File: config.mk
export PLATFORM = sky130hd
export DESIGN_NAME = dmac_chan_tbl
export DESIGN_NICKNAME = d
export VERILOG_FILES = /design/src/rtl/dual_moving_average_crossover_assert.svh /design/src/rtl/dmac_pkg.sv /design/src/rtl/dmac_chan_tbl.sv
export SDC_FILE = /design/constraint.sdc
export NUM_CORES = 1
export LEC_CHECK = 0
export BUFFER_PORTS_ARGS = -buffer_cell sky130_fd_sc_hd__buf_2
export CORE_AREA = 2 2 134 136
export CTS_CLUSTER_SIZE = 10
export DETAILED_ROUTE_END_ITERATION = 10
export DIE_AREA = 0 0 136 138
export GPL_ROUTABILITY_DRIVEN = 0
export HOLD_SLACK_MARGIN = 0.08
export PLACE_DENSITY_LB_ADDON = 0.05
export SYNTH_ARGS = -nofsm -noshare
export SYNTH_HDL_FRONTEND = slang
export SYNTH_SLANG_ARGS = --single-unit
File: constraint.sdc
create_clock -name clk -period 3.4 [get_ports clk]
set_clock_uncertainty 0.1 [all_clocks]
set_input_delay 0.17 -clock clk [delete_from_list [all_inputs] [get_ports clk]]
set_output_delay 0.17 -clock clk [all_outputs]
set_load 0.02 [all_outputs]
File: src/rtl/dual_moving_average_crossover_assert.svh
// Assertion macros for the moving average crossover block.
// Included by the top level; no other dependencies.
`ifndef DUAL_MOVING_AVERAGE_CROSSOVER_ASSERT_SVH
`define DUAL_MOVING_AVERAGE_CROSSOVER_ASSERT_SVH

`ifndef SYNTHESIS
// Same-cycle implication, checked outside reset.
`define DMAC_ASSERT_SAME(label, clk, rst_n, ante, cons) \
    label: assert property (@(posedge clk) disable iff (!rst_n) (ante) |-> (cons)) \
        else $error("dmac assertion failed");
// Next-cycle implication, checked outside reset.
`define DMAC_ASSERT_NEXT(label, clk, rst_n, ante, cons) \
    label: assert property (@(posedge clk) disable iff (!rst_n) (ante) |=> (cons)) \
        else $error("dmac assertion failed");
`else
`define DMAC_ASSERT_SAME(label, clk, rst_n, ante, cons)
`define DMAC_ASSERT_NEXT(label, clk, rst_n, ante, cons)
`endif

`endif

File: src/rtl/dmac_pkg.sv
// Shared types, constants and width helpers for the moving average crossover block.
// No dependencies.
`timescale 1ns / 1ps

package dmac_pkg;

    localparam int DEF_NUM_INSTRUMENTS = 16;
    localparam int DEF_MAX_WINDOW      = 64;

    // configuration register indexes
    localparam logic [1:0] REG_FAST_WINDOW = 2'd0;
    localparam logic [1:0] REG_SLOW_WINDOW = 2'd1;
    localparam logic [1:0] REG_SLIPPAGE    = 2'd2;

    localparam logic [5:0]  FAST_WINDOW_RESET = 6'd5;
    localparam logic [6:0]  SLOW_WINDOW_RESET = 7'd20;
    localparam logic [15:0] SLIPPAGE_RESET    = 16'd0;

    localparam logic SIDE_BUY  = 1'b0;
    localparam logic SIDE_SELL = 1'b1;

    // position codes, two's complement
    localparam logic [1:0] POS_FLAT    = 2'b00;
    localparam logic [1:0] POS_LONG    = 2'b01;
    localparam logic [1:0] POS_SHORT   = 2'b11;
    localparam logic [1:0] POS_UNUSED  = 2'b10;

    typedef struct packed {
        logic [3:0]  instrument;
        logic [31:0] close_price;
    } bar_t;

    typedef struct packed {
        logic [3:0]  order_instrument;
        logic        side;
        logic [31:0] limit_price;
    } order_t;

    // sequencer controls for the shared arithmetic unit
    typedef struct packed {
        logic clr_acc;
        logic acc_en;
        logic cap_fast;
        logic mul_fast;
        logic mul_slow;
    } arith_ctrl_t;

    function automatic int idx_width(input int n);
        return (n > 1) ? $clog2(n) : 1;
    endfunction

    function automatic int ptr_width(input int m);
        return $clog2(m);
    endfunction

    function automatic int win_width(input int m);
        return $clog2(m + 1);
    endfunction

endpackage

File: src/rtl/dmac_chan_tbl.sv
// Per-instrument channel state: fill count, write pointer and position.
// Depends on dmac_pkg; valid bits make unwritten entries read as zero.
`timescale 1ns / 1ps

module dmac_chan_tbl #(
    parameter int NUM_INSTRUMENTS = dmac_pkg::DEF_NUM_INSTRUMENTS,
    parameter int MAX_WINDOW      = dmac_pkg::DEF_MAX_WINDOW
) (
    input  logic clk,
    input  logic rst_n,
    input  logic [dmac_pkg::idx_width(NUM_INSTRUMENTS)-1:0] rd_idx,
    output logic [dmac_pkg::win_width(MAX_WINDOW)-1:0]      rd_fill,
    output logic [dmac_pkg::ptr_width(MAX_WINDOW)-1:0]      rd_wp,
    output logic [1:0]                                      rd_pos,
    input  logic                                            wr_en,
    input  logic [dmac_pkg::idx_width(NUM_INSTRUMENTS)-1:0] wr_idx,
    input  logic [dmac_pkg::win_width(MAX_WINDOW)-1:0]      wr_fill,
    input  logic [dmac_pkg::ptr_width(MAX_WINDOW)-1:0]      wr_wp,
    input  logic [1:0]                                      wr_pos
);
    import dmac_pkg::*;

    localparam int WIN_W = win_width(MAX_WINDOW);
    localparam int PTR_W = ptr_width(MAX_WINDOW);
    localparam int ENT_W = WIN_W + PTR_W + 2;

    logic [ENT_W-1:0]           mem [NUM_INSTRUMENTS];
    logic [NUM_INSTRUMENTS-1:0] valid_reg;
    logic [ENT_W-1:0]           rd_data_reg;
    logic                       rd_valid_reg;

    always_ff @(posedge clk)
    begin
        if (wr_en)
        begin
            mem[wr_idx] <= {wr_fill, wr_wp, wr_pos};
        end
        rd_data_reg <= mem[rd_idx];
    end

    always_ff @(posedge clk or negedge rst_n)
    begin
        if (!rst_n)
        begin
            valid_reg    <= '0;
            rd_valid_reg <= 1'b0;
        end
        else
        begin
            if (wr_en)
            begin
                valid_reg[wr_idx] <= 1'b1;
            end
            rd_valid_reg <= valid_reg[rd_idx];
        end
    end

    // a never-written channel reads as empty and flat
    assign rd_fill = rd_valid_reg ? rd_data_reg[ENT_W-1 -: WIN_W] : '0;
    assign rd_wp   = rd_valid_reg ? rd_data_reg[PTR_W+1 -: PTR_W] : '0;
    assign rd_pos  = rd_valid_reg ? rd_data_reg[1:0] : POS_FLAT;

endmodule

After elaboration in Yosys (flattened, before gate mapping)
Memories as Yosys holds them, arrays and structs flattened. A register that Yosys moved wholly into a read port is not among the register bits.
Index checks and enable logic that the tools add are counted.
- register bits: 17
- latch bits: 0
- bits in writable memories: 240
- memory bits (read-only): 0
- logic and storage cells: 17
- memories: 1
- add/sub/neg operators: 0
- multiply operators: 0
- divide/modulo/power cells: 0
- order comparisons: 3
- equal/unequal tests: 0
- shift operators: 0
- multiplexer cells: 9
- bitwise gates (word level): 1
- reduce and logical (&&, ||, !) cells: 1
- memory list (memory ; depth ; width ; rd ports ; clocked after Yosys merged registers in ; wr ports ; RTL line ; text):
    mem ; 16 ; 15 ; 1 ; 1 ; 1 ; dmac_chan_tbl.sv:27 ; logic [ENT_W-1:0] mem [NUM_INSTRUMENTS];
- operator list (operator ; count):
    $or 16x16->16 ; 1
    $lt 4x5->1 const B ; 2
    $mux 7 ; 1
    $mux 6 ; 1
    $bmux 1 s4 ; 1
    $demux 1 s4 ; 1
    $ge 4x1->1 const B ; 1
    $mux 1 ; 4
    $mux 2 ; 1
    $logic_and 1x1->1 ; 1

Longest topological paths before layout
- depth in word-level cells: 5
- mapped depth: 5
- depth with buffers taken out: 3

Least setup slack after synthesis
OpenSTA, ideal clock, no wires.
- path type: input to register
- from: in wr_idx[2] in the netlist's numbering
- to: mem mem[0][0] in the netlist's numbering (enable)
- setup time: 0.407 ns
- arrival time: 1.778 ns
- slack: 1.114 ns
- stages on the path: 2
- buffers on the path: 0
- cell sequence: or3b_2 -> nor3_1
- RTL lines (item ; RTL line ; text):
    from (decl) ; dmac_chan_tbl.sv:16 ; input logic [dmac_pkg::idx_width(NUM_INSTRUMENTS)-1:0] wr_idx,
    to (decl) ; dmac_chan_tbl.sv:27 ;
Straight into the memory's write port.

Final worst setup path
- from: reg rd_valid_reg
- to: out rd_fill[6] in the netlist's numbering
- cells in the longest elaborated chain, start to end: 1
- ends and longest elaborated chain (item ; RTL line ; text):
    from (decl) ; dmac_chan_tbl.sv:30 ; logic rd_valid_reg;
    from (signal assigned) ; dmac_chan_tbl.sv:54 ; rd_valid_reg <= valid_reg[rd_idx];
    $mux 7 ; dmac_chan_tbl.sv:59 ; assign rd_fill = rd_valid_reg ? rd_data_reg[ENT_W-1 -: WIN_W] : '0;
    to (decl) ; dmac_chan_tbl.sv:12 ; output logic [dmac_pkg::win_width(MAX_WINDOW)-1:0] rd_fill,
Every way passes these cells.

==> run summary <==
die area: 18,800 um2
Clk pin slew, worst setup/hold paths: 0.06 ns
Post-Synth XOR/XNOR Area: 0%
Post-Synthesis Cells: 464
dpl hpwl: 11.4 mm
post-cts sizing count: 0
max FFs per register: 240
io pins: 41
setup TNS: 0 ns
Leak: 3.95 nW
die height: 138 um
Core Area: 17,500 um2
Worst setup EP type: output pin
first-pass GRT wire length: 31.1 mm
Least-Margin Pin Slew: 1.05 ns
Final nets: 582
share of layout cells above drive strength 1: 31.7%
via count: 4,894
data required time of the critical path: 3.13 ns
Switch Pwr: 1.48 mW
CTS buffer count: 31
H-tree depth: 1
compound-cell area share of the yosys netlist: 2.35%
Clk network pwr share: 40.5%
IO buf count: 40
Hold Fails Final Rpt: 0
crit share post-route: 59.5%
storage element area: 7930 um2
dpl ws: 1.17 ns
Fmax: 494 MHz
initial core utilization: 58.2%
max-slew violation count: 0
mux cell area share after synthesis: 14.5%
largest family of logic cells by synthesized area: multiplexers
Detailed Routing Iterations Pass 1: 5
clock sink count: 272
n_diodes: 0
Vias/cell: 6.06
Max Cap Violations: 0
CP arrival: 1.75 ns
switch share: 20.8%
multi-input logic area: 2160 um2
post-synthesis simple-gate area fraction: 3.79%
Worst Setup Start Kind: flip-flop
Total Wirelength: 20.6 mm
post-synthesis cell type count: 23
status: finished clean
min-delay worst type: primary input to flip-flop
dpl cells: 735
GRT Total Usage: 23.0%
DP Area: 10,800 um2
initial antenna violation count: 0
clk buf depth: 3
DR WL/cell: 25.5 um
RSZ-0062 raised after global routing: no
final non-filler cell area: 11,800 um2
post-synthesis sequential element count: 272
hold buffer count at cts: 17
crit path time final: 2.02 ns
Warnings, synthesis: 0
Synth Area in Adders: 0%
Worst-Skew Late Latency: 0.54 ns
vias in the first global route: 5,164
Root Driver: clkbuf_16
CP Class: flip-flop to output pin
CTS tree: yes
post-CTS setup buffer count: 0
Cell Rows: 49
Final ANT Viol Nets: 0
max_slew headroom: 30.2%
Non-Filler Instances: 807
synthesized area: 10,200 um2
initial DRC count: 410
pin count of the biggest net entering global routing: 65
Max FO, Critical Path: 15
final worst slack: 1.38 ns
total gr overflow: 0
Total Power: 7.12 mW
die width: 136 um
pwr dens: 604 nW/um2
mean post-synth cell area: 22.0 um2
Peak supply drop: 0.434 mV
Area growth, synth to finish: 15.6%
Flop pwr share: 53.4%
fillers: 1,160
Pint: 5.65 mW
DRC Markers: 0
post-synth net total: 490
combinational power share: 6.1%
# setup viols final: 0
register area share after synthesis: 77.8%
-- path summary, 6_finish.rpt --
kind                            slack (ns)        endpoint    startpoint  depth (start not counted)
worst max-delay path                  1.38      rd_fill[6]  rd_valid_reg                          2
worst min-delay path                  0.15      mem[4][14]     wr_idx[1]                          3
worst max register to register        1.94  rd_data_reg[3]     mem[1][3]                          3
worst min register to register        0.36    valid_reg[3]  valid_reg[3]                          1
max in group asynchronous             2.04   valid_reg[12]         rst_n                          3
min in group asynchronous             0.68    valid_reg[4]         rst_n                          3
-- through the flow --
stage	utilization (%)	hold WS (ns)
after floorplan	-	-0.226
after detailed placement	61.4	0.0105
final	67.3	0.151
after CTS	67.3	0.131
after global routing	67.3	0.151
after global placement	61.4	0.00664
-- synth_stat cells (all sizes together) --
master,instances,area (um2)
edfxtp,240,7210
mux4,64,1480
a22oi,32,240
dfrtp,17,425
nand2,17,63.8
and2,16,100
or2,16,100
dfxtp,15,300
buf,13,103
nor2,13,48.8
clkbuf,5,22.5
nor3,4,20.0
dlygate4sd1,3,26.3
nand2b,2,12.5
nand3b,2,15.0
nor2b,2,12.5
dlymetal6s2s,1,12.5
nand3,1,5.00
or3b,1,8.76
-- placed cells by master (no fill, tap or decap) --
| cell | count |
|---|---|
| nand3_1 | 1 |
| nand2b_1 | 2 |
| or3b_2 | 1 |
| nor2_2 | 12 |
| or2_2 | 16 |
| mux4_1 | 10 |
| buf_4 | 25 |
| edfxtp_1 | 240 |
| a22oi_1 | 32 |
| dlygate4sd3_1 | 17 |
| dfxtp_1 | 15 |
| nand2_1 | 17 |
| dfrtp_1 | 17 |
| nor2_1 | 1 |
| buf_2 | 39 |
| inv_6 | 1 |
| clkbuf_1 | 23 |
| nand3b_1 | 2 |
| and2_1 | 16 |
| mux4_2 | 54 |
| nor2b_1 | 2 |
| nor3_2 | 4 |
| clkbuf_16 | 31 |
-- critical path, stage by stage (launching register included) --
cell     delay (ns)
dfrtp_1        0.79
and2_1         0.25
buf_2          0.18
-- area by class of cell --
class | count | area share [%]
well taps | 229 | 2.43
flip-flops and latches | 272 | 67.2
repair buffers | 81 | 4.69
clock buffers | 54 | 7.31
clock inverters | 1 | 0.0742
multi-input cells | 170 | 18.3
-- layer usage --
layer / global-route usage (%) / wire length [um]
met3: 3.37 / 1200
met1: 34.1 / 8800
met5: 0 / 0
met4: 7.79 / 597
met2: 35.7 / 10000
-- kinds of logic after synthesis --
group / after synthesis
AO/OA/AOI/OAI: 32
buffers and inverters: 22
flip-flops: 272
multiplexers: 64
AND/OR/NAND/NOR: 74
-- power by group through the flow --
stage          logic, mW  clock network (mW)  registers [mW]
4_1_cts            0.442                2.93            3.81
5_1_grt            0.473                3.06            3.82
3_5_place_dp       0.425                   0            3.87
6_report           0.435                2.88            3.80
3_3_place_gp       0.416                   0            3.87
2_1_floorplan      0.282                   0            3.84
Power figures use the tool's default switching activity.
