==> src/rtl/dual_moving_average_crossover_assert.svh <==
// Assertion macros for the moving average crossover block.
// Included by the top level; no other dependencies.
`ifndef DUAL_MOVING_AVERAGE_CROSSOVER_ASSERT_SVH
`define DUAL_MOVING_AVERAGE_CROSSOVER_ASSERT_SVH

`ifndef SYNTHESIS
// Same-cycle implication, checked outside reset.
`define DMAC_ASSERT_SAME(label, clk, rst_n, ante, cons) \
    label: assert property (@(posedge clk) disable iff (!rst_n) (ante) |-> (cons)) \
        else $error("dmac assertion failed");
// Next-cycle implication, checked outside reset.
`define DMAC_ASSERT_NEXT(label, clk, rst_n, ante, cons) \
    label: assert property (@(posedge clk) disable iff (!rst_n) (ante) |=> (cons)) \
        else $error("dmac assertion failed");
`else
`define DMAC_ASSERT_SAME(label, clk, rst_n, ante, cons)
`define DMAC_ASSERT_NEXT(label, clk, rst_n, ante, cons)
`endif

`endif

==> src/rtl/dmac_pkg.sv <==
// Shared types, constants and width helpers for the moving average crossover block.
// No dependencies.
`timescale 1ns / 1ps

package dmac_pkg;

    localparam int DEF_NUM_INSTRUMENTS = 16;
    localparam int DEF_MAX_WINDOW      = 64;

    // configuration register indexes
    localparam logic [1:0] REG_FAST_WINDOW = 2'd0;
    localparam logic [1:0] REG_SLOW_WINDOW = 2'd1;
    localparam logic [1:0] REG_SLIPPAGE    = 2'd2;

    localparam logic [5:0]  FAST_WINDOW_RESET = 6'd5;
    localparam logic [6:0]  SLOW_WINDOW_RESET = 7'd20;
    localparam logic [15:0] SLIPPAGE_RESET    = 16'd0;

    localparam logic SIDE_BUY  = 1'b0;
    localparam logic SIDE_SELL = 1'b1;

    // position codes, two's complement
    localparam logic [1:0] POS_FLAT    = 2'b00;
    localparam logic [1:0] POS_LONG    = 2'b01;
    localparam logic [1:0] POS_SHORT   = 2'b11;
    localparam logic [1:0] POS_UNUSED  = 2'b10;

    typedef struct packed {
        logic [3:0]  instrument;
        logic [31:0] close_price;
    } bar_t;

    typedef struct packed {
        logic [3:0]  order_instrument;
        logic        side;
        logic [31:0] limit_price;
    } order_t;

    // sequencer controls for the shared arithmetic unit
    typedef struct packed {
        logic clr_acc;
        logic acc_en;
        logic cap_fast;
        logic mul_fast;
        logic mul_slow;
    } arith_ctrl_t;

    function automatic int idx_width(input int n);
        return (n > 1) ? $clog2(n) : 1;
    endfunction

    function automatic int ptr_width(input int m);
        return $clog2(m);
    endfunction

    function automatic int win_width(input int m);
        return $clog2(m + 1);
    endfunction

endpackage

==> src/rtl/dmac_arith.sv <==
// Shared arithmetic unit: one accumulating adder and one multiplier with compare.
// Depends on dmac_pkg for the control struct and width helpers.
`timescale 1ns / 1ps

module dmac_arith #(
    parameter int MAX_WINDOW = dmac_pkg::DEF_MAX_WINDOW
) (
    input  logic                                       clk,
    input  dmac_pkg::arith_ctrl_t                      ctrl,
    input  logic [31:0]                                price,
    input  logic [dmac_pkg::win_width(MAX_WINDOW)-1:0] f_win,
    input  logic [dmac_pkg::win_width(MAX_WINDOW)-1:0] s_win,
    output logic                                       fast_above,
    output logic                                       fast_below
);
    import dmac_pkg::*;

    localparam int WIN_W  = win_width(MAX_WINDOW);
    localparam int SUM_W  = 32 + WIN_W;
    localparam int PROD_W = SUM_W + WIN_W;

    logic [SUM_W-1:0]  acc_reg;
    logic [SUM_W-1:0]  acc_next;
    logic [SUM_W-1:0]  fast_reg;
    logic [PROD_W-1:0] lhs_reg;
    logic [PROD_W-1:0] rhs_reg;
    logic [SUM_W-1:0]  mul_a;
    logic [WIN_W-1:0]  mul_b;
    logic [PROD_W-1:0] prod;

    assign acc_next = acc_reg + SUM_W'(price);

    // fast_sum * S, then slow_sum * F through the same multiplier
    assign mul_a = ctrl.mul_fast ? fast_reg : acc_reg;
    assign mul_b = ctrl.mul_fast ? s_win : f_win;
    assign prod  = PROD_W'(mul_a) * PROD_W'(mul_b);

    always_ff @(posedge clk)
    begin
        if (ctrl.clr_acc)
        begin
            acc_reg <= '0;
        end
        else if (ctrl.acc_en)
        begin
            acc_reg <= acc_next;
        end
        if (ctrl.cap_fast)
        begin
            fast_reg <= acc_next;
        end
        if (ctrl.mul_fast)
        begin
            lhs_reg <= prod;
        end
        if (ctrl.mul_slow)
        begin
            rhs_reg <= prod;
        end
    end

    assign fast_above = lhs_reg > rhs_reg;
    assign fast_below = lhs_reg < rhs_reg;

endmodule

==> config.mk <==
export PLATFORM = sky130hd
export DESIGN_NAME = dmac_arith
export DESIGN_NICKNAME = d
export VERILOG_FILES = /design/src/rtl/dual_moving_average_crossover_assert.svh /design/src/rtl/dmac_pkg.sv /design/src/rtl/dmac_arith.sv
export SDC_FILE = /design/constraint.sdc
export NUM_CORES = 1
export LEC_CHECK = 0
export BUFFER_PORTS_ARGS = -buffer_cell sky130_fd_sc_hd__buf_2
export CORE_ASPECT_RATIO = 1.25
export CORE_UTILIZATION = 60
export DETAILED_ROUTE_END_ITERATION = 8
export GPL_TIMING_DRIVEN = 1
export PLACE_DENSITY = 0.77
export SLEW_MARGIN = 25
export SYNTH_ARGS = -nofsm -noshare
export SYNTH_HDL_FRONTEND = slang
export SYNTH_SLANG_ARGS = --single-unit
export TNS_END_PERCENT = 20
==> constraint.sdc <==
create_clock -name clk -period 12.05 [get_ports clk]
set_input_delay 2.41 -clock clk [delete_from_list [all_inputs] [get_ports clk]]
set_output_delay 2.41 -clock clk [all_outputs]
set_load 0.01 [all_outputs]
Yosys cells after proc, flatten, opt, wreduce, memory -nomap -nowiden
Index checks and enable logic that the tools add are counted.
W data, S select, Z words.
{ "totals": {"output_inout_bits": 2, "ff_bits": 170, "input_bits": 52, "word_cells": 10} }
{ "classes": {"add_sub_neg": 1, "mul": 1, "order_cmp": 2, "n_mux": 2} }
{ "ops": {"columns": ["cell", "count"], "rows": [
  ["$gt A46 B46 Y1", 1],
  ["$lt A46 B46 Y1", 1],
  ["$mul A39 B7 Y46", 1],
  ["$add A39 B32 Y39", 1],
  ["$mux W39", 1],
  ["$mux W7", 1]
]} }

Longest topological paths before layout
Gate-level depths: netlist of the first run.
{ "logic_depth": {"ltp_word": 2, "depth_mapped": 24, "depth_no_buf": 21} }

Worst setup path before layout of the first run
No wires, ideal clock.
{ "synth_path": {"kind": "input port to flip-flop", "start": "in ctrl[1] in the netlist's numbering", "end": "reg lhs_reg[42], data pin", "n_path_buf": 4, "setup_ps": 268, "required_ps": 11782, "stages": 21, "arrival_ps": 8088, "path_slack_ps": 3695, "cell_sequence": "clkbuf_1 -> buf_1 -> buf_1 -> mux2i_1 -> nor2_1 -> fa_1 -> fa_1 -> fa_1 -> inv_1 -> fa_1 -> inv_1 -> ha_1 -> buf_2 -> nand4_1 -> or4_1 -> o22ai_1 -> o211ai_1 -> a211oi_1 -> o21a_1 -> o21ai_1 -> xnor2_1"} }
{ "synth_between": {"elab_chain_len": 2, "elab_cells_between_ends": 3, "classes_between": "1 x mul; 2 x mux"} }
{ "synth_rtl": {"columns": ["element", "line_no", "text"], "rows": [
  ["from (decl)", "dmac_arith.sv:9", "input dmac_pkg::arith_ctrl_t ctrl,"],
  ["$mux W39 or $mux W7 (tied branches)", "dmac_arith.sv:34, dmac_arith.sv:35", null],
  ["$mul A39 B7 Y46 (*)", "dmac_arith.sv:36", "assign prod = PROD_W'(mul_a) * PROD_W'(mul_b);"],
  ["named net prod[42]", "dmac_arith.sv:29", "logic [PROD_W-1:0] prod;"],
  ["to (signal assigned)", "dmac_arith.sv:54", "lhs_reg <= prod;"],
  ["to (decl)", "dmac_arith.sv:25", "logic [PROD_W-1:0] lhs_reg;"]
]} }
The timed path passes the listed nets; every way through them passes the cells marked *.
A chain may end at the register's enable or synchronous reset.

Worst setup path after layout of the first run
{ "layout_path": {"start": "in ctrl[1] in the netlist's numbering", "end": "reg lhs_reg[45], data pin"} }
The elaborated chain is that of the path after synthesis.

==> run_results.csv, run 1 <==
group,metric,value,unit
run_status,status,"finished, final reports clean",
synth,synth.area.top_cells,"edfxtp_1, fa_1, ha_1",
cells_and_area,final_cells,2161,
cells_and_area,layout_commonest_cell,"nor2_1",
worst_setup_path,cp_slowest_cell,"fa_1",
clock_tree,clk_path_buf_depth,2,
clock_tree,cts_resized,0,
floorplanning,fp.dieArea,29200,um^2
drt,route.vias.total,12500,
timing,worst_slew_pin_slew,919,ps
worst_setup_path,cp.depth,21,
placement,numPortBuffers,53,
clock_tree,clk_latency,440,ps
worst_setup_path,crit_path_cell_trace,"buf_4 > buf_4 > mux2i_2 > buf_4 > nor2_1 > fa_1 > fa_1 > fa_1 > inv_1 > fa_1 > inv_1 > ha_1 > nand3_1 > o221ai_1 > a21oi_1 > a21boi_0 > a21o_1 > a31oi_1 > o21ai_0 > a31oi_1 > xnor2_1",
worst_setup_path,cp_max_fo,33,
global_routing,grt_pass1_vias,13000,
synth,synthDistinctLibCells,62,
cells_and_area,fin_area,18300,um^2
drt,dr.first_iter.drc_count,828,
power_and_ir_drop,p_leak,8.81,nW
global_routing,antenna_found_initial,1,
drt,viasPerCell,5.80,
placement,numPlacedInstances,2129,
global_routing,grt_overflow,0,
worst_setup_path,crit_path_frequent_cell,"fa_1",
timing,min_period_over_period,72.4,%
synth,synth_top_family_by_area,"adder cells",
placement,place_area,17700,um^2
timing,skew,6.38,ps
timing,drv_slew,0,
synth,avgSynthCellArea,9.66,um^2
synth,synth_top_area_share,23.0,%
global_routing,grt_pass1_wl,62.0,mm
timing,setup_viol,0,
floorplanning,die_width,153,um
worst_setup_path,worstSetupEndpointType,"flip-flop",
clock_tree,post_cts_buffers,0,
cells_and_area,layout_common_cells,"nor2_1, inv_1, fa_1",
synth,yosysSeqAreaShare,27.5,%
worst_setup_path,crit_path_start_kind,"input pin",
worst_setup_path,worstPathRequired,12220,ps
clock_tree,cts_tree,"built",
power_and_ir_drop,sw_frac_of_total,47.5,%
power_and_ir_drop,seqPwrFrac,21.3,%
clock_tree,cts_hold_buf,0,
synth,synthArstFlopShare,0,%
placement,routabilityCongestion,0.911,
clock_tree,cts_inserted_buffers,17,
synth,synth_area_leader_cell,"edfxtp_1",
worst_setup_path,cp.arrival,8890,ps
synth,syn-num-nets,2152,
floorplanning,die_h,191,um
worst_setup_path,slowest_delay,570,ps
floorplanning,rows,68,
drt,wl_per_cell,16.8,um
synth,synthAdderAreaFrac,32.0,%
synth,yosys_warnings,0,
timing,tns,0,ps
synth,ys_ff_latch,170,
synth,synth-main-ff-cell,"edfxtp_1",
power_and_ir_drop,intPower,2.92,mW
floorplanning,io_pins,54,
power_and_ir_drop,vdd_drop_max,0.173,mV
timing,hold_ws,514,ps
floorplanning,start_util,61.6,%
synth,syn_area,17100,um^2
drt,final_antenna_net_count,0,
timing,max_freq,115,MHz
worst_setup_path,critPathTopFamily,"adder cells",
cells_and_area,drive_above_1_share,8.61,%
flow_run,drv_cap,0,
power_and_ir_drop,p_sw,2.64,mW
cells_and_area,layout.nets,2177,
synth,syn_inst,1773,
cells_and_area,postLayoutCoreUtil,65.9,%
power_and_ir_drop,pwr_density_cell,303,nW/um^2
synth,synth_mux_area_share,5.02,%
global_routing,grt_max_degree,48,
cells_and_area,syn2layout_area_growth,7.10,%
floorplanning,fp.coreArea,27800,um^2
clock_tree,root_buffer,"clkbuf_16",
cells_and_area,antenna_cells,0,
min_path,hold_depth,2,
placement,place_hpwl,28.3,mm
clock_tree,htreeDepth,4,
synth,synth-edff-count,131,
drt,wirelength,36.2,mm
power_and_ir_drop,power,5.56,mW
clock_tree,clk_pin_slew,70,ps
synth,synth_compound_area_share,11.6,%
min_path,hp-class,"reg -> reg",
global_routing,grtUsageTotal,26.6,%
worst_setup_path,r2r_cells,18,
power_and_ir_drop,comb_power_share,68.1,%
clock_tree,cts_sinks,170,
drt,drc_errors,0,
worst_setup_path,critPathKind,"in -> reg",
timing,slew_headroom,38.7,%
worst_setup_path,path_buf_inv,5,
synth,yosys.area_share.simple,13.3,%
placement,preCtsSetupSlack,2950,ps
timing,rsz0062_at_grt,"false",
timing,period_needed,8720,ps
synth,synth_xor_area_share,4.09,%
timing,hold_violations,0,
power_and_ir_drop,power_frac_clock,10.6,%
timing,worst_slack,3330,ps
drt,dr.pass1.iters,5,
==> cell type report <==
| class | count | area [um^2] |
|---|---|---|
| fill | 2189 | 9480 |
| multi-input combinational | 1306 | 11300 |
| inverter | 241 | 905 |
| sequential | 170 | 4710 |
| tap | 350 | 438 |
| timing repair buffer | 62 | 340 |
| clock buffer | 17 | 425 |
| clock inverter | 15 | 204 |
==> power by group through the flow <==
stage                     combinational (mW)  sequential, mW  clock (mW)
after detailed placement                3.73            1.20           0
after CTS                               3.76            1.19       0.597
final                                   3.78            1.19       0.589
after global routing                    4.29            1.21       0.619
after global placement                  3.61            1.19           0
after floorplan                         2.89            1.17           0
==> routing by layer <==
metal | GRT usage [%] | up-vias | routed length, um
met4 | 11.7 | 0 | 1190
met5 | 0 | - | 0
met1 | 35.1 | 6091 | 16100
met2 | 44.4 | 385 | 17300
li1 | - | 6008 | -
met3 | 3.11 | 60 | 1650
==> Yosys cell counts (all sizes together), types with 9 or more instances <==
cell type and n:
mux2i 69, nand2b 15, a21o 59, nor2 276
nor2b 12, fa 185, nand2 93, a21oi 104
a211oi 12, nand3 16, o21a 11, dfxtp 39
o21ai 49, and3 10, xor2 27, edfxtp 131
inv 241, nor3 9, or2 26, ha 142
buf 10, a31oi 9, mux2 15, xnor2 53
o21bai 12, nand4 25, clkbuf 46, and2 9
==> path summary, 6_finish.rpt <==
check,from,to,slack (ps)
setup / recovery,ctrl[1],lhs_reg[45]$_DFFE_PP_,3330
hold / removal,acc_reg[31]$_SDFFE_PP0P_,acc_reg[31]$_SDFFE_PP0P_,510
setup reg to reg,fast_reg[3]$_DFFE_PP_,lhs_reg[45]$_DFFE_PP_,5970
hold reg to reg,acc_reg[31]$_SDFFE_PP0P_,acc_reg[31]$_SDFFE_PP0P_,510
==> cells by family after synthesis <==
logic type,after synthesis
AOI/OAI and AO/OA,304
xor gates and xnor gates,80
adders and majority gates,327
buffers and inverters,297
DFF,170
muxes,84
and+or+nand+nor,511
==> worst reg2reg max path, delay by kind of cell, from the launching register on <==
kind | cells | cell delay (ps)
xor+xnor | 1 | 200
compound gates | 7 | 1810
flops | 1 | 360
buf+inv | 2 | 100
simple gates | 2 | 250
fa+ha+maj | 5 | 2570
mux | 1 | 550
Power figures use the tool's default switching activity.
==> run 2, diff against run 1 <==
- clock period: 12.05 -> 8.37 ns (I/O delays scaled with it)
==> run_results.csv, run 2 (synthesis results as in run 1) <==
group,metric,value,unit
timing,period_needed,7600,ps
worst_setup_path,cp.arrival,7780,ps
power_and_ir_drop,p_leak,8.82,nW
timing,drv_slew,0,
flow_run,drv_cap,0,
timing,hold_violations,0,
timing,max_freq,132,MHz
clock_tree,cts_inserted_buffers,17,
floorplanning,fp.dieArea,29200,um^2
cells_and_area,postLayoutCoreUtil,65.9,%
floorplanning,fp.coreArea,27800,um^2
global_routing,grt_pass1_wl,62.6,mm
cells_and_area,layout_commonest_cell,"nor2_1",
clock_tree,cts_hold_buf,0,
power_and_ir_drop,intPower,4.13,mW
worst_setup_path,crit_path_frequent_cell,"fa_1",
min_path,hold_depth,2,
floorplanning,io_pins,54,
clock_tree,clk_pin_slew,60,ps
global_routing,grt_max_degree,50,
worst_setup_path,slowest_delay,790,ps
timing,min_period_over_period,90.8,%
clock_tree,post_cts_buffers,0,
drt,drc_errors,0,
drt,dr.pass1.iters,5,
drt,route.vias.total,12500,
floorplanning,die_width,153,um
min_path,hold_start,"acc_reg[31]$_SDFFE_PP0P_",
global_routing,grtUsageTotal,26.8,%
drt,final_antenna_net_count,0,
clock_tree,cts_sinks,170,
drt,wirelength,36.7,mm
power_and_ir_drop,pwr_density_cell,431,nW/um^2
drt,viasPerCell,5.78,
placement,numPortBuffers,53,
worst_setup_path,reg2reg_setup_slack,2240,ps
drt,wl_per_cell,16.9,um
worst_setup_path,cp_slowest_cell,"mux2i_1",
timing,setup_viol,0,
clock_tree,root_buffer,"clkbuf_16",
clock_tree,htreeDepth,4,
power_and_ir_drop,seqPwrFrac,21.7,%
cells_and_area,layout_common_cells,"nor2_1, inv_1, fa_1",
worst_setup_path,r2r_start,"fast_reg[0]$_DFFE_PP_",
timing,rsz0062_at_grt,"false",
cells_and_area,layout.nets,2184,
min_path,hp-class,"reg -> reg",
global_routing,grt_overflow,0,
timing,slew_headroom,38.4,%
clock_tree,cts_tree,"built",
timing,worst_slew_pin_slew,925,ps
worst_setup_path,r2r_cells,19,
floorplanning,die_h,191,um
worst_setup_path,crit_path_cell_trace,"buf_4 > mux2i_1 > or2_2 > fa_1 > fa_1 > inv_1 > fa_1 > inv_1 > fa_1 > inv_1 > ha_1 > o21ai_0 > o21ai_1 > a2111oi_2 > o22ai_1 > o211ai_1 > a211oi_1 > o21a_1 > o21ai_1 > xnor2_1",
timing,skew,7.99,ps
worst_setup_path,rr_endpoint,"lhs_reg[42]$_DFFE_PP_",
global_routing,grt_pass1_vias,13000,
worst_setup_path,critPathKind,"in -> reg",
run_status,status,"finished, final reports clean",
power_and_ir_drop,sw_frac_of_total,47.7,%
clock_tree,clk_latency,440,ps
placement,place_hpwl,28.4,mm
global_routing,antenna_found_initial,0,
clock_tree,cts_resized,0,
power_and_ir_drop,comb_power_share,68.9,%
worst_setup_path,cp_max_fo,34,
power_and_ir_drop,power_frac_clock,9.4,%
timing,tns,0,ps
worst_setup_path,worstSetupEndpointType,"flip-flop",
power_and_ir_drop,vdd_drop_max,0.278,mV
floorplanning,rows,68,
power_and_ir_drop,p_sw,3.76,mW
floorplanning,start_util,61.6,%
cells_and_area,drive_above_1_share,8.91,%
min_path,min_to,"acc_reg[31]$_SDFFE_PP0P_",
cells_and_area,antenna_cells,0,
clock_tree,clk_path_buf_depth,2,
cells_and_area,syn2layout_area_growth,7.04,%
worst_setup_path,worstPathRequired,8550,ps
worst_setup_path,crit_path_start_kind,"input pin",
placement,routabilityCongestion,0.901,
drt,dr.first_iter.drc_count,693,
## run 2: per-stage QoR
| step | cells | area, um^2 | setup WS (ps) | total power [mW] | hold WS [ps] |
|---|---|---|---|---|---|
| after floorplan | 1773 | 17100 | 751 | 5.85 | 472 |
| after global placement | 2136 | 17800 | 505 | 6.90 | 487 |
| after detailed placement | 2136 | 17800 | 439 | 7.07 | 500 |
| after CTS | 2168 | 18300 | 826 | 7.87 | 508 |
| after global routing | 2168 | 18300 | 529 | 8.69 | 534 |
| final | 2168 | 18300 | 768 | 7.89 | 508 |
## run 2: worst max-delay path by stage
| stage | from | to | slack (ps) | depth (start not counted) |
|---|---|---|---|---|
| 2_1_floorplan | ctrl[1] | lhs_reg[42]$_DFFE_PP_ | 750 | 21 |
| 3_3_place_gp | ctrl[1] | lhs_reg[43]$_DFFE_PP_ | 500 | 19 |
| 3_5_place_dp | ctrl[1] | lhs_reg[42]$_DFFE_PP_ | 440 | 20 |
| 4_1_cts | ctrl[1] | lhs_reg[42]$_DFFE_PP_ | 830 | 20 |
| 5_1_grt | ctrl[1] | lhs_reg[42]$_DFFE_PP_ | 530 | 18 |
| 6_report | ctrl[1] | lhs_reg[42]$_DFFE_PP_ | 770 | 20 |
## run 2: power by group through the flow
stage / Clock [mW] / Sequential, mW / Combinational, mW
3_5_place_dp: 0 / 1.73 / 5.34
2_1_floorplan: 0 / 1.69 / 4.16
5_1_grt: 0.791 / 1.74 / 6.16
3_3_place_gp: 0 / 1.71 / 5.18
6_report: 0.745 / 1.71 / 5.44
4_1_cts: 0.756 / 1.71 / 5.40
## run 2: critical path: cells and delay by family
family / cells / cell delay, ps
buffers and inverters: 4 / 600
XOR/XNOR: 1 / 90
adder cells (fa/ha/maj): 5 / 2350
AND/OR/NAND/NOR: 1 / 250
AO/OA/AOI/OAI: 8 / 1980
multiplexers: 1 / 790
## run 2: layer usage
metal  routed length [um]  GRT usage (%)  up-vias
met5                    0              0        -
met4                 1430           13.2        0
met3                 1630           2.88       62
met2                17500           45.6      361
met1                16100           34.3     6098
li1                     -              -     6020
## run 2: final cells by class
class	instances	area, um^2
Clock inverter	15	128
Fill cell	2212	9490
Timing Repair Buffer	69	405
Sequential cell	170	4710
Inverter	241	905
Multi-Input combinational cell	1306	11300
Clock buffer	17	425
Tap cell	350	438
==> run 3, diff against run 2 <==
- CTS_CLUSTER_SIZE: not set -> 40
- SETUP_SLACK_MARGIN: not set -> 0.05
- clock period: 8.37 -> 9.9 ns (I/O delays scaled with it)
==> run_results.csv, run 3 (synthesis results as in run 1) <==
group,metric,value,unit
run_status,status,"finished, final reports clean",
worst_setup_path,critPathKind,"in -> reg",
drt,viasPerCell,5.83,
drt,dr.pass1.iters,6,
placement,routabilityCongestion,0.912,
placement,preCtsSetupSlack,1290,ps
global_routing,grt_overflow,0,
timing,slew_headroom,37.3,%
floorplanning,die_width,153,um
placement,place_hpwl,29.0,mm
timing,drv_slew,0,
clock_tree,cts_hold_buf,0,
power_and_ir_drop,p_leak,8.84,nW
worst_setup_path,crit_path_cell_trace,"buf_4 > buf_4 > mux2i_1 > nor2_1 > fa_1 > fa_1 > fa_1 > inv_1 > fa_1 > inv_1 > ha_1 > nand3_1 > o221ai_1 > a21oi_1 > a21boi_0 > a21o_1 > a31oi_1 > o21ai_0 > a31oi_1 > xnor2_1",
cells_and_area,antenna_cells,0,
drt,dr.first_iter.drc_count,758,
power_and_ir_drop,vdd_drop_max,0.210,mV
timing,worst_slack,1650,ps
flow_run,drv_cap,0,
worst_setup_path,path_buf_inv,4,
min_path,hp-class,"reg -> reg",
floorplanning,die_h,191,um
clock_tree,clk_path_buf_depth,2,
power_and_ir_drop,power,6.84,mW
global_routing,grt_pass1_vias,13200,
drt,drc_errors,0,
cells_and_area,layout_common_cells,"nor2_1, inv_1, fa_1",
floorplanning,fp.dieArea,29200,um^2
global_routing,grt_pass1_wl,63.0,mm
timing,min_period_over_period,83.4,%
clock_tree,cts_tree,"built",
timing,setup_viol,0,
global_routing,antenna_found_initial,0,
clock_tree,cts_resized,0,
cells_and_area,drive_above_1_share,8.60,%
floorplanning,rows,68,
timing,worst_slew_pin_slew,940,ps
timing,period_needed,8250,ps
cells_and_area,num-fill-cells,2237,
clock_tree,cts_sinks,170,
cells_and_area,postLayoutCoreUtil,66.1,%
placement,numPortBuffers,53,
timing,rsz0062_at_grt,"false",
clock_tree,post_cts_buffers,0,
global_routing,grt_max_degree,56,
worst_setup_path,cp_slowest_cell,"mux2i_1",
worst_setup_path,crit_path_frequent_cell,"fa_1",
clock_tree,root_buffer,"clkbuf_16",
global_routing,grtUsageTotal,27.1,%
floorplanning,start_util,61.6,%
power_and_ir_drop,pwr_density_cell,372,nW/um^2
drt,final_antenna_net_count,0,
worst_setup_path,crit_path_start_kind,"input pin",
drt,route.vias.total,12600,
drt,wl_per_cell,17.2,um
worst_setup_path,cp.arrival,8500,ps
floorplanning,fp.coreArea,27800,um^2
clock_tree,cts_inserted_buffers,17,
cells_and_area,fin_area,18400,um^2
worst_setup_path,worstSetupEndpointType,"flip-flop",
timing,hold_violations,0,
clock_tree,clk_pin_slew,70,ps
clock_tree,clk_latency,450,ps
timing,skew,11.2,ps
worst_setup_path,worstPathRequired,10150,ps
cells_and_area,layout.nets,2179,
timing,tns,0,ps
worst_setup_path,cp_max_fo,46,
worst_setup_path,critPathTopFamily,"adder cells",
placement,place_area,17700,um^2
worst_setup_path,slowest_delay,730,ps
timing,max_freq,121,MHz
cells_and_area,layout_commonest_cell,"nor2_1",
drt,wirelength,37.2,mm
cells_and_area,syn2layout_area_growth,7.44,%
clock_tree,htreeDepth,4,
floorplanning,io_pins,54,
==> run 3: cell types whose count changed in the layout (fill, tap and decap cells not counted), sizes merged <==
| cell | before | now |
|---|---|---|
| bufinv | 1 | 5 |
| inv | 243 | 248 |
| buf | 69 | 64 |
| clkinv | 12 | 3 |
==> run 3: power by group <==
group	internal, mW	total [mW]	switching, mW
Clock	0.453	0.754	0.301
Combinational	1.78	4.64	2.86
Sequential	1.36	1.45	0.0853
==> run 3: routing by layer <==
metal  GRT usage [%]  vias to the layer above  routed length (um)
met3            3.79                       58                1560
li1                -                     6012                   -
met4            11.2                        0                1250
met1            34.9                     6214               16600
met5               0                        -                   0
met2            45.9                      335               17900
==> run 3: path summary, 6_finish.rpt <==
| kind | from | endpoint | slack [ps] | cells after the start |
|---|---|---|---|---|
| worst max-delay path | ctrl[1] | rhs_reg[45]$_DFFE_PP_ | 1650 | 20 |
| worst min-delay path | acc_reg[31]$_SDFFE_PP0P_ | acc_reg[31]$_SDFFE_PP0P_ | 510 | 2 |
| worst max register to register | fast_reg[6]$_DFFE_PP_ | rhs_reg[45]$_DFFE_PP_ | 3720 | 18 |
| worst min register to register | acc_reg[31]$_SDFFE_PP0P_ | acc_reg[31]$_SDFFE_PP0P_ | 510 | 2 |
==> run 3: final cells by class <==
type	count	area, um^2	share of cell area [%]
multi-input combinational	1306	11300	61.6
sequential	170	4710	25.6
inverter	241	905	4.92
tap	350	438	2.38
clock buffer	17	425	2.31
timing repair buffer	64	355	1.93
clock inverter	15	230	1.25
==> run 3: stage by stage <==
| stage | cells | hold slack (ps) |
|---|---|---|
| after floorplan | 1773 | 472 |
| after global placement | 2131 | 485 |
| after detailed placement | 2131 | 502 |
| after CTS | 2163 | 511 |
| after global routing | 2163 | 562 |
| final | 2163 | 513 |
==> run 3: tightest hold or removal path: stages (launching register included) <==
cell	delay (ps)
dfxtp_1	330
nor2_1	90
a211oi_1	50
